--- src/hw/rtl/tmo_pkg.sv ---
// shared types and constants of the timed marker overlay
package tmo_pkg;

	localparam int CENTRE_W   = 13;
	localparam int CFG_DIM_W  = 13;
	localparam int DIM_CMP_W  = 14;
	localparam int SLOT_W     = 4;
	localparam int PCT_W      = 7;
	localparam int ADDR_W     = 4;
	localparam int DATA_W     = 32;

	// floor(n/100) = (n * DIV100_RECIP) >> DIV100_SHIFT for every n below 2**20
	localparam int DIV100_SHIFT = 26;
	localparam int RECIP_W      = 20;
	localparam logic [RECIP_W-1:0] DIV100_RECIP = 20'd671089;
	localparam int QMUL_W       = DIV100_SHIFT + CENTRE_W + 1;

	localparam logic [PCT_W-1:0] PCT_MAX = 7'd100;

	localparam logic OP_POINT = 1'b0;
	localparam logic OP_PIXEL = 1'b1;

	localparam logic [1:0] REG_ENABLE = 2'd0;
	localparam logic [1:0] REG_WIDTH  = 2'd1;
	localparam logic [1:0] REG_HEIGHT = 2'd2;

	localparam logic [CFG_DIM_W-1:0] WIDTH_RESET  = 13'd640;
	localparam logic [CFG_DIM_W-1:0] HEIGHT_RESET = 13'd480;

	localparam logic [7:0] MARK_RED   = 8'd255;
	localparam logic [7:0] MARK_GREEN = 8'd0;
	localparam logic [7:0] MARK_BLUE  = 8'd255;

	typedef struct packed {
		logic             opcode;
		logic [SLOT_W-1:0] slot;
		logic [PCT_W-1:0] x_percent;
		logic [PCT_W-1:0] y_percent;
		logic [7:0]       red;
		logic [7:0]       green;
		logic [7:0]       blue;
		logic [7:0]       alpha;
		logic             end_of_frame;
	} in_word_t;

	typedef struct packed {
		logic [7:0] out_red;
		logic [7:0] out_green;
		logic [7:0] out_blue;
		logic [7:0] out_alpha;
		logic       out_end_of_frame;
		logic       marked;
	} out_word_t;

	typedef struct packed {
		logic                set_en;
		logic [SLOT_W-1:0]   slot;
		logic [CENTRE_W-1:0] col;
		logic [CENTRE_W-1:0] row;
		logic                tick;
	} mk_ctrl_t;

endpackage

--- src/hw/rtl/tmo_pos_counter.sv ---
// raster column and row counters of the incoming pixel stream
module tmo_pos_counter #(
	parameter int CNT_W = 12,
	parameter int DIM_W = 13
) (
	input  logic             clk,
	input  logic             arst_n,
	input  logic             advance,
	input  logic             eof,
	input  logic [DIM_W-1:0] w,
	input  logic [DIM_W-1:0] h,
	output logic [CNT_W-1:0] col,
	output logic [CNT_W-1:0] row
);

	localparam int CMP_W = DIM_W + 1;

	logic [CNT_W-1:0] col_q;
	logic [CNT_W-1:0] row_q;
	logic [CMP_W-1:0] col_inc;
	logic [CMP_W-1:0] row_inc;

	assign col_inc = CMP_W'(col_q) + CMP_W'(1);
	assign row_inc = CMP_W'(row_q) + CMP_W'(1);

	always_ff @(posedge clk or negedge arst_n) begin
		if (!arst_n) begin
			col_q <= '0;
			row_q <= '0;
		end else if (advance) begin
			if (eof) begin
				col_q <= '0;
				row_q <= '0;
			end else if (col_inc >= CMP_W'(w)) begin
				// line end
				col_q <= '0;
				if (row_inc >= CMP_W'(h)) begin
					row_q <= '0;
				end else begin
					row_q <= row_inc[CNT_W-1:0];
				end
			end else begin
				col_q <= col_inc[CNT_W-1:0];
			end
		end
	end

	assign col = col_q;
	assign row = row_q;

endmodule

--- src/hw/rtl/tmo_marker_table.sv ---
// marker slots: centres, remaining life and the per-pixel cover test
module tmo_marker_table #(
	parameter int NUM_MARKERS   = 10,
	parameter int MARKER_RADIUS = 5,
	parameter int MARKER_LIFE   = 30,
	parameter int CNT_W         = 12
) (
	input  logic                clk,
	input  logic                arst_n,
	input  tmo_pkg::mk_ctrl_t   ctrl,
	input  logic [CNT_W-1:0]    col,
	input  logic [CNT_W-1:0]    row,
	output logic                any_hit
);

	localparam int LIFE_W = $clog2(MARKER_LIFE + 1);
	localparam int CW     = tmo_pkg::CENTRE_W;

	logic [CW-1:0]     centre_col_q [NUM_MARKERS];
	logic [CW-1:0]     centre_row_q [NUM_MARKERS];
	logic [LIFE_W-1:0] life_q       [NUM_MARKERS];
	logic [NUM_MARKERS-1:0] slot_hit;

	always_ff @(posedge clk) begin
		for (int k = 0; k < NUM_MARKERS; k++) begin
			if (ctrl.set_en && ctrl.slot == tmo_pkg::SLOT_W'(k)) begin
				centre_col_q[k] <= ctrl.col;
				centre_row_q[k] <= ctrl.row;
			end
		end
	end

	always_ff @(posedge clk or negedge arst_n) begin
		if (!arst_n) begin
			for (int k = 0; k < NUM_MARKERS; k++) begin
				life_q[k] <= '0;
			end
		end else begin
			for (int k = 0; k < NUM_MARKERS; k++) begin
				if (ctrl.set_en && ctrl.slot == tmo_pkg::SLOT_W'(k)) begin
					life_q[k] <= LIFE_W'(MARKER_LIFE);
				end else if (ctrl.tick && life_q[k] != '0) begin
					life_q[k] <= life_q[k] - LIFE_W'(1);
				end
			end
		end
	end

	// one comparator pair per slot
	always_comb begin
		logic [CW-1:0] pc;
		logic [CW-1:0] pr;
		logic [CW-1:0] dc;
		logic [CW-1:0] dr;
		pc = CW'(col);
		pr = CW'(row);
		for (int k = 0; k < NUM_MARKERS; k++) begin
			dc = (pc > centre_col_q[k]) ? pc - centre_col_q[k] : centre_col_q[k] - pc;
			dr = (pr > centre_row_q[k]) ? pr - centre_row_q[k] : centre_row_q[k] - pr;
			slot_hit[k] = (life_q[k] != '0) && (dc <= CW'(MARKER_RADIUS))
				&& (dr <= CW'(MARKER_RADIUS));
		end
	end

	assign any_hit = |slot_hit;

endmodule

--- src/hw/rtl/timed_marker_overlay.sv ---
// timed marker overlay top level: config registers, input stage and result register
// path: a pixel word waits in the input register, then is loaded into the result
//   register once that register is empty or being read
// throughput: one word per cycle, point and pixel words alike, unless a pixel word
//   waits on a stalled result; set by the one compute stage between the registers
// reset: arst_n clears markers (all dead), counters, config to enable 0, 640 x 480
module timed_marker_overlay #(
	parameter int NUM_MARKERS   = 10,
	parameter int MAX_DIM       = 4096,
	parameter int MARKER_RADIUS = 5,
	parameter int MARKER_LIFE   = 30
) (
	input  logic                         clk,
	input  logic                         arst_n,
	// input word channel
	input  logic                         item_valid,
	output logic                         item_ready,
	input  tmo_pkg::in_word_t            item,
	// result word channel
	output logic                         result_valid,
	input  logic                         result_ready,
	output tmo_pkg::out_word_t           result,
	// config port
	input  logic                         psel,
	input  logic                         penable,
	input  logic                         pwrite,
	input  logic [tmo_pkg::ADDR_W-1:0]   paddr,
	input  logic [tmo_pkg::DATA_W-1:0]   pwdata,
	output logic [tmo_pkg::DATA_W-1:0]   prdata,
	output logic                         pready
);

	localparam int DIM_W  = $clog2(MAX_DIM + 1);
	localparam int CNT_W  = $clog2(MAX_DIM);
	localparam int PROD_W = DIM_W + tmo_pkg::PCT_W;
	localparam int CW     = tmo_pkg::CENTRE_W;
	localparam int QW     = tmo_pkg::QMUL_W;
	localparam int SH     = tmo_pkg::DIV100_SHIFT;

	// ---------------------------------------------------------------
	// config registers
	// ---------------------------------------------------------------
	logic                          enable_q;
	logic [tmo_pkg::CFG_DIM_W-1:0] width_q;
	logic [tmo_pkg::CFG_DIM_W-1:0] height_q;
	logic                          cfg_wr;

	assign pready = 1'b1;
	assign cfg_wr = psel && penable && pwrite && pready;

	always_ff @(posedge clk or negedge arst_n) begin
		if (!arst_n) begin
			enable_q <= 1'b0;
			width_q  <= tmo_pkg::WIDTH_RESET;
			height_q <= tmo_pkg::HEIGHT_RESET;
		end else if (cfg_wr) begin
			unique case (paddr[3:2])
				tmo_pkg::REG_ENABLE: enable_q <= pwdata[0];
				tmo_pkg::REG_WIDTH:  width_q  <= pwdata[tmo_pkg::CFG_DIM_W-1:0];
				tmo_pkg::REG_HEIGHT: height_q <= pwdata[tmo_pkg::CFG_DIM_W-1:0];
				default: ;
			endcase
		end
	end

	always_comb begin
		unique case (paddr[3:2])
			tmo_pkg::REG_ENABLE: prdata = tmo_pkg::DATA_W'(enable_q);
			tmo_pkg::REG_WIDTH:  prdata = tmo_pkg::DATA_W'(width_q);
			tmo_pkg::REG_HEIGHT: prdata = tmo_pkg::DATA_W'(height_q);
			default:             prdata = '0;
		endcase
	end

	// ---------------------------------------------------------------
	// frame size in use: zero reads as one, large sizes saturate
	// ---------------------------------------------------------------
	logic [DIM_W-1:0] w_lim;
	logic [DIM_W-1:0] h_lim;

	always_comb begin
		if (width_q == '0) begin
			w_lim = DIM_W'(1);
		end else if (tmo_pkg::DIM_CMP_W'(width_q) > tmo_pkg::DIM_CMP_W'(MAX_DIM)) begin
			w_lim = DIM_W'(MAX_DIM);
		end else begin
			w_lim = DIM_W'(width_q);
		end
		if (height_q == '0) begin
			h_lim = DIM_W'(1);
		end else if (tmo_pkg::DIM_CMP_W'(height_q) > tmo_pkg::DIM_CMP_W'(MAX_DIM)) begin
			h_lim = DIM_W'(MAX_DIM);
		end else begin
			h_lim = DIM_W'(height_q);
		end
	end

	// ---------------------------------------------------------------
	// input stage: clamp percent and take size * percent on the way in,
	// the divide by 100 happens after the register
	// ---------------------------------------------------------------
	logic [tmo_pkg::PCT_W-1:0] x_pct;
	logic [tmo_pkg::PCT_W-1:0] y_pct;

	assign x_pct = (item.x_percent > tmo_pkg::PCT_MAX) ? tmo_pkg::PCT_MAX : item.x_percent;
	assign y_pct = (item.y_percent > tmo_pkg::PCT_MAX) ? tmo_pkg::PCT_MAX : item.y_percent;

	logic                      valid_s1;
	tmo_pkg::in_word_t         word_s1;
	logic [PROD_W-1:0]         x_prod_s1;
	logic [PROD_W-1:0]         y_prod_s1;
	logic                      proceed;
	logic                      take;

	// a point word never needs the result register, a pixel word needs it free
	assign proceed = valid_s1
		&& (word_s1.opcode == tmo_pkg::OP_POINT || !result_valid || result_ready);
	assign item_ready = !valid_s1 || proceed;
	assign take = item_valid && item_ready;

	always_ff @(posedge clk or negedge arst_n) begin
		if (!arst_n) begin
			valid_s1 <= 1'b0;
		end else if (take) begin
			valid_s1 <= 1'b1;
		end else if (proceed) begin
			valid_s1 <= 1'b0;
		end
	end

	always_ff @(posedge clk) begin
		if (take) begin
			word_s1   <= item;
			x_prod_s1 <= PROD_W'(w_lim) * PROD_W'(x_pct);
			y_prod_s1 <= PROD_W'(h_lim) * PROD_W'(y_pct);
		end
	end

	// ---------------------------------------------------------------
	// compute stage: divide by 100 through the reciprocal, cover test
	// ---------------------------------------------------------------
	logic [QW-1:0] x_q;
	logic [QW-1:0] y_q;

	assign x_q = QW'(x_prod_s1) * QW'(tmo_pkg::DIV100_RECIP);
	assign y_q = QW'(y_prod_s1) * QW'(tmo_pkg::DIV100_RECIP);

	tmo_pkg::mk_ctrl_t mk_ctrl;
	logic              is_pixel;
	logic [CNT_W-1:0]  col;
	logic [CNT_W-1:0]  row;
	logic              any_hit;
	logic              hit;

	assign is_pixel = word_s1.opcode == tmo_pkg::OP_PIXEL;

	always_comb begin
		mk_ctrl.set_en = proceed && !is_pixel && enable_q
			&& ({1'b0, word_s1.slot} < (tmo_pkg::SLOT_W + 1)'(NUM_MARKERS));
		mk_ctrl.slot   = word_s1.slot;
		mk_ctrl.col    = x_q[SH +: CW];
		mk_ctrl.row    = y_q[SH +: CW];
		// life runs out one frame per end of frame, only while enabled
		mk_ctrl.tick   = proceed && is_pixel && word_s1.end_of_frame && enable_q;
	end

	tmo_pos_counter #(
		.CNT_W (CNT_W),
		.DIM_W (DIM_W)
	) u_pos (
		.clk     (clk),
		.arst_n  (arst_n),
		.advance (proceed && is_pixel),
		.eof     (word_s1.end_of_frame),
		.w       (w_lim),
		.h       (h_lim),
		.col     (col),
		.row     (row)
	);

	tmo_marker_table #(
		.NUM_MARKERS   (NUM_MARKERS),
		.MARKER_RADIUS (MARKER_RADIUS),
		.MARKER_LIFE   (MARKER_LIFE),
		.CNT_W         (CNT_W)
	) u_table (
		.clk     (clk),
		.arst_n  (arst_n),
		.ctrl    (mk_ctrl),
		.col     (col),
		.row     (row),
		.any_hit (any_hit)
	);

	assign hit = enable_q && any_hit;

	// ---------------------------------------------------------------
	// result register
	// ---------------------------------------------------------------
	logic              out_valid_q;
	tmo_pkg::out_word_t out_word_q;

	always_ff @(posedge clk or negedge arst_n) begin
		if (!arst_n) begin
			out_valid_q <= 1'b0;
		end else if (proceed && is_pixel) begin
			out_valid_q <= 1'b1;
		end else if (result_ready) begin
			out_valid_q <= 1'b0;
		end
	end

	always_ff @(posedge clk) begin
		if (proceed && is_pixel) begin
			out_word_q.out_red          <= hit ? tmo_pkg::MARK_RED : word_s1.red;
			out_word_q.out_green        <= hit ? tmo_pkg::MARK_GREEN : word_s1.green;
			out_word_q.out_blue         <= hit ? tmo_pkg::MARK_BLUE : word_s1.blue;
			out_word_q.out_alpha        <= word_s1.alpha;
			out_word_q.out_end_of_frame <= word_s1.end_of_frame;
			out_word_q.marked           <= hit;
		end
	end

	assign result_valid = out_valid_q;
	assign result       = out_word_q;

endmodule

--- config.mk ---
export PLATFORM = sky130hd
export DESIGN_NAME = timed_marker_overlay
export DESIGN_NICKNAME = d
export VERILOG_FILES = /design/src/hw/rtl/tmo_pkg.sv /design/src/hw/rtl/tmo_pos_counter.sv /design/src/hw/rtl/tmo_marker_table.sv /design/src/hw/rtl/timed_marker_overlay.sv
export SDC_FILE = /design/constraint.sdc
export NUM_CORES = 2
export LEC_CHECK = 0
export BUFFER_PORTS_ARGS = -buffer_cell sky130_fd_sc_hd__buf_2
export CAP_MARGIN = 10
export CORE_MARGIN = 2
export CORE_UTILIZATION = 35
export CTS_CLUSTER_DIAMETER = 100
export DETAILED_ROUTE_END_ITERATION = 10
export PLACE_DENSITY = 0.6
export SKIP_CTS_REPAIR_TIMING = 1
export SYNTH_ARGS = -nofsm -noshare
export SYNTH_HDL_FRONTEND = slang
export SYNTH_SLANG_ARGS = --single-unit
--- constraint.sdc ---
create_clock -name clk -period 7.1 [get_ports clk]
set_input_delay 0.355 -clock clk [delete_from_list [all_inputs] [get_ports clk]]
set_output_delay 0.355 -clock clk [all_outputs]
set_load 0.01 [all_outputs]
==> metrics.yaml <==
wl_per_cell_um: 20.4
synth.avg_cell_area_sq_um: 9.13
critPathKind: "reg -> reg"
routed_wl_um: 195000
finalSetupViolations: 0
dp_cells: 9418
hold_viol: 1
synth_edf_count: 372
clock_latency_ns: 0.65
required_ns: 7.61
grt_pass1_wl_um: 302000
ys_types: 108
finClkSkew_ns: 0.0379
grt-ovfl-total: 0
antenna_found_initial: 8
syn_inst: 6946
endpoint_kind: "register"
final_cells: 9581
clock_path_buffers: 3
via_per_inst: 5.45
cp_common_cell: "fa_1"
areaGrowthSynthToFinish_pct: 11.0
cpLargestDelayFamily: "adder cells"
clk_pin_slew_ns: 0.06
drt_first_pass_iters: 8
cts_tree: "done"
ant_nets: 0
start_kind: "register"
synth.area.top_cells: "ha_1 20%, edfxtp_1 18%, fa_1 14%"
grtUsageTotal: 0.207
dp_hpwl_um: 151000
async_flop_share: 0.217
hold_ws_ns: -0.0110
detailedPlace.worstSlack_ns: -0.258
grt_pass1_vias: 51900
max_freq_mhz: 146
cts-buffers-inserted: 54
die_w_um: 430
min_period_over_period: 0.962
status: "finished, violations left"
slew_violations: 0
synth.most_common_cell: "inv_1"
setup_ws_ns: 0.269
drc: 0
path_max_fanout: 10
yosysTopAreaCell: "ha_1"
start_util: 0.352
ys_top_cells_by_count: "1070 x inv_1, 1038 x ha_1, 440 x nor2_1, 434 x fa_1, 399 x nand2_1"
drt_iter0_markers: 3999
port_buffers: 122
worstMarginPinSlew_ns: 1.23
coreArea_sq_mm: 0.180
maxCapViolations: 0
place.gp.congestion: 0.943
die_h_um: 430
rsz0062_at_grt: "true"
cp.arrival_ns: 7.34
yosys_warnings: 0
slew_headroom: 0.169
cts_htree_levels: 2
synth_top_area_share: 0.205
worstPathBufferInverterCount: 6
synth-seq-cells: 475
violations: "negative hold slack"
slowest_stage: "fa_1"
hp-class: "in -> reg"
synth_area_sq_mm: 0.0634
fillers: 18100
die_area_sq_mm: 0.185
cpPeakStageDelay_ns: 0.52
ios: 164
ys.flop_type: "edfxtp_1"
vias: 52200
grt_max_degree: 60
ys_seq_area_frac: 0.217
drive_above_1_share: 0.0809
rows: 156
clock_sinks: 475
root_buffer: "clkbuf_16"
nets: 8729
period_minus_slack_ns: 6.83
[layout by cell type (no fill, tap or decap), drive strengths merged, types with 151 or more instances in the layout]
| cell type | n |
|---|---|
| a21oi | 394 |
| buf | 331 |
| edfxtp | 372 |
| o21ai | 299 |
| nand3 | 151 |
| nor2 | 440 |
| inv | 1071 |
| fa | 434 |
| nand2 | 399 |
| xnor2 | 202 |
| a21o | 159 |
| ha | 1038 |
[worst reg2reg max path: stages (launching register included)]
cell	delay (ns)
edfxtp_1	0.51
buf_4	0.19
ha_1	0.33
fa_1	0.52
inv_1	0.06
fa_1	0.50
inv_1	0.05
fa_1	0.49
fa_1	0.50
inv_1	0.05
fa_1	0.48
inv_1	0.05
ha_1	0.28
ha_1	0.30
a21o_1	0.17
a21o_1	0.17
a21o_1	0.17
a21o_1	0.17
a221o_1	0.32
o21ai_2	0.18
a21oi_2	0.10
o2111ai_2	0.24
o21ai_1	0.13
or4_1	0.50
nand3_2	0.12
buf_12	0.14
[per-stage QoR]
step | cell area (sq um) | hold WS [ns] | setup TNS, ns | util
final | 70400 | -0.0110 | 0 | 0.390
after global routing | 70400 | 0.00130 | -0.0850 | 0.390
after CTS | 69800 | -0.260 | -4.51 | 0.387
after detailed placement | 67700 | 0.407 | -4.14 | 0.376
after global placement | 67700 | 0.409 | -3.88 | 0.376
after floorplan | 63500 | 0.0594 | 0 | -
[state kept, by name (all words and copies together) (netlist names), 13 cells and up]
signal	flops
u_table.life_q	50
u_table.centre_row_q	130
result	34
y_prod_s1	20
x_prod_s1	20
width_q	13
word_s1	33
u_table.centre_col_q	130
height_q	13
[area by class of cell]
type / count / area (sq um) / share of cell area
antenna: 4 / 10.0 / 0.000142
clock buffer: 62 / 1450 / 0.0207
clock inverter: 39 / 556 / 0.00789
inverter: 1073 / 4030 / 0.0572
multi-input combinational: 5177 / 44800 / 0.636
sequential: 475 / 13800 / 0.195
tap: 2370 / 2970 / 0.0421
timing repair buffer: 381 / 2860 / 0.0406
[final timing paths]
| path | from | end | slack, ns | cells after the start |
|---|---|---|---|---|
| min reg2reg | word_s1[2] | result[3] | 0.43 | 0 |
| max reg2reg | y_prod_s1[11] | u_table.centre_row_q[7][12] | 0.27 | 25 |
| min in group asynchronous | arst_n | width_q[5] | 0.29 | 2 |
| max | y_prod_s1[11] | u_table.centre_row_q[7][12] | 0.27 | 25 |
| max in group asynchronous | arst_n | u_pos.row[1] | 5.57 | 3 |
| min | pwdata[0] | enable_q | -0.01 | 3 |
[layer usage]
layer / wire [um] / up-vias / track usage
met2: 91300 / 1558 / 0.349
met4: 6550 / 2 / 0.0624
met3: 10700 / 275 / 0.0239
met5: 13 / - / 0
li1: - / 24600 / -
met1: 86400 / 25700 / 0.278
[cell families (layout without fill, tap and decap cells)]
| kind of cell | after synthesis | count (layout) | share of synthesized area |
|---|---|---|---|
| muxes | 107 | 107 | 0.0183 |
| AOI/OAI and AO/OA | 1536 | 1536 | 0.161 |
| adders and majority gates | 1472 | 1472 | 0.342 |
| DFF | 475 | 475 | 0.217 |
| other | 2 | 24 | 0.000118 |
| xor gates and xnor gates | 317 | 317 | 0.0438 |
| buffers and inverters | 1312 | 1555 | 0.0805 |
| and+or+nand+nor | 1725 | 1725 | 0.137 |
Power is not shown: default switching activity piles up to over one toggle a cycle in this logic, so the estimate is an artifact.
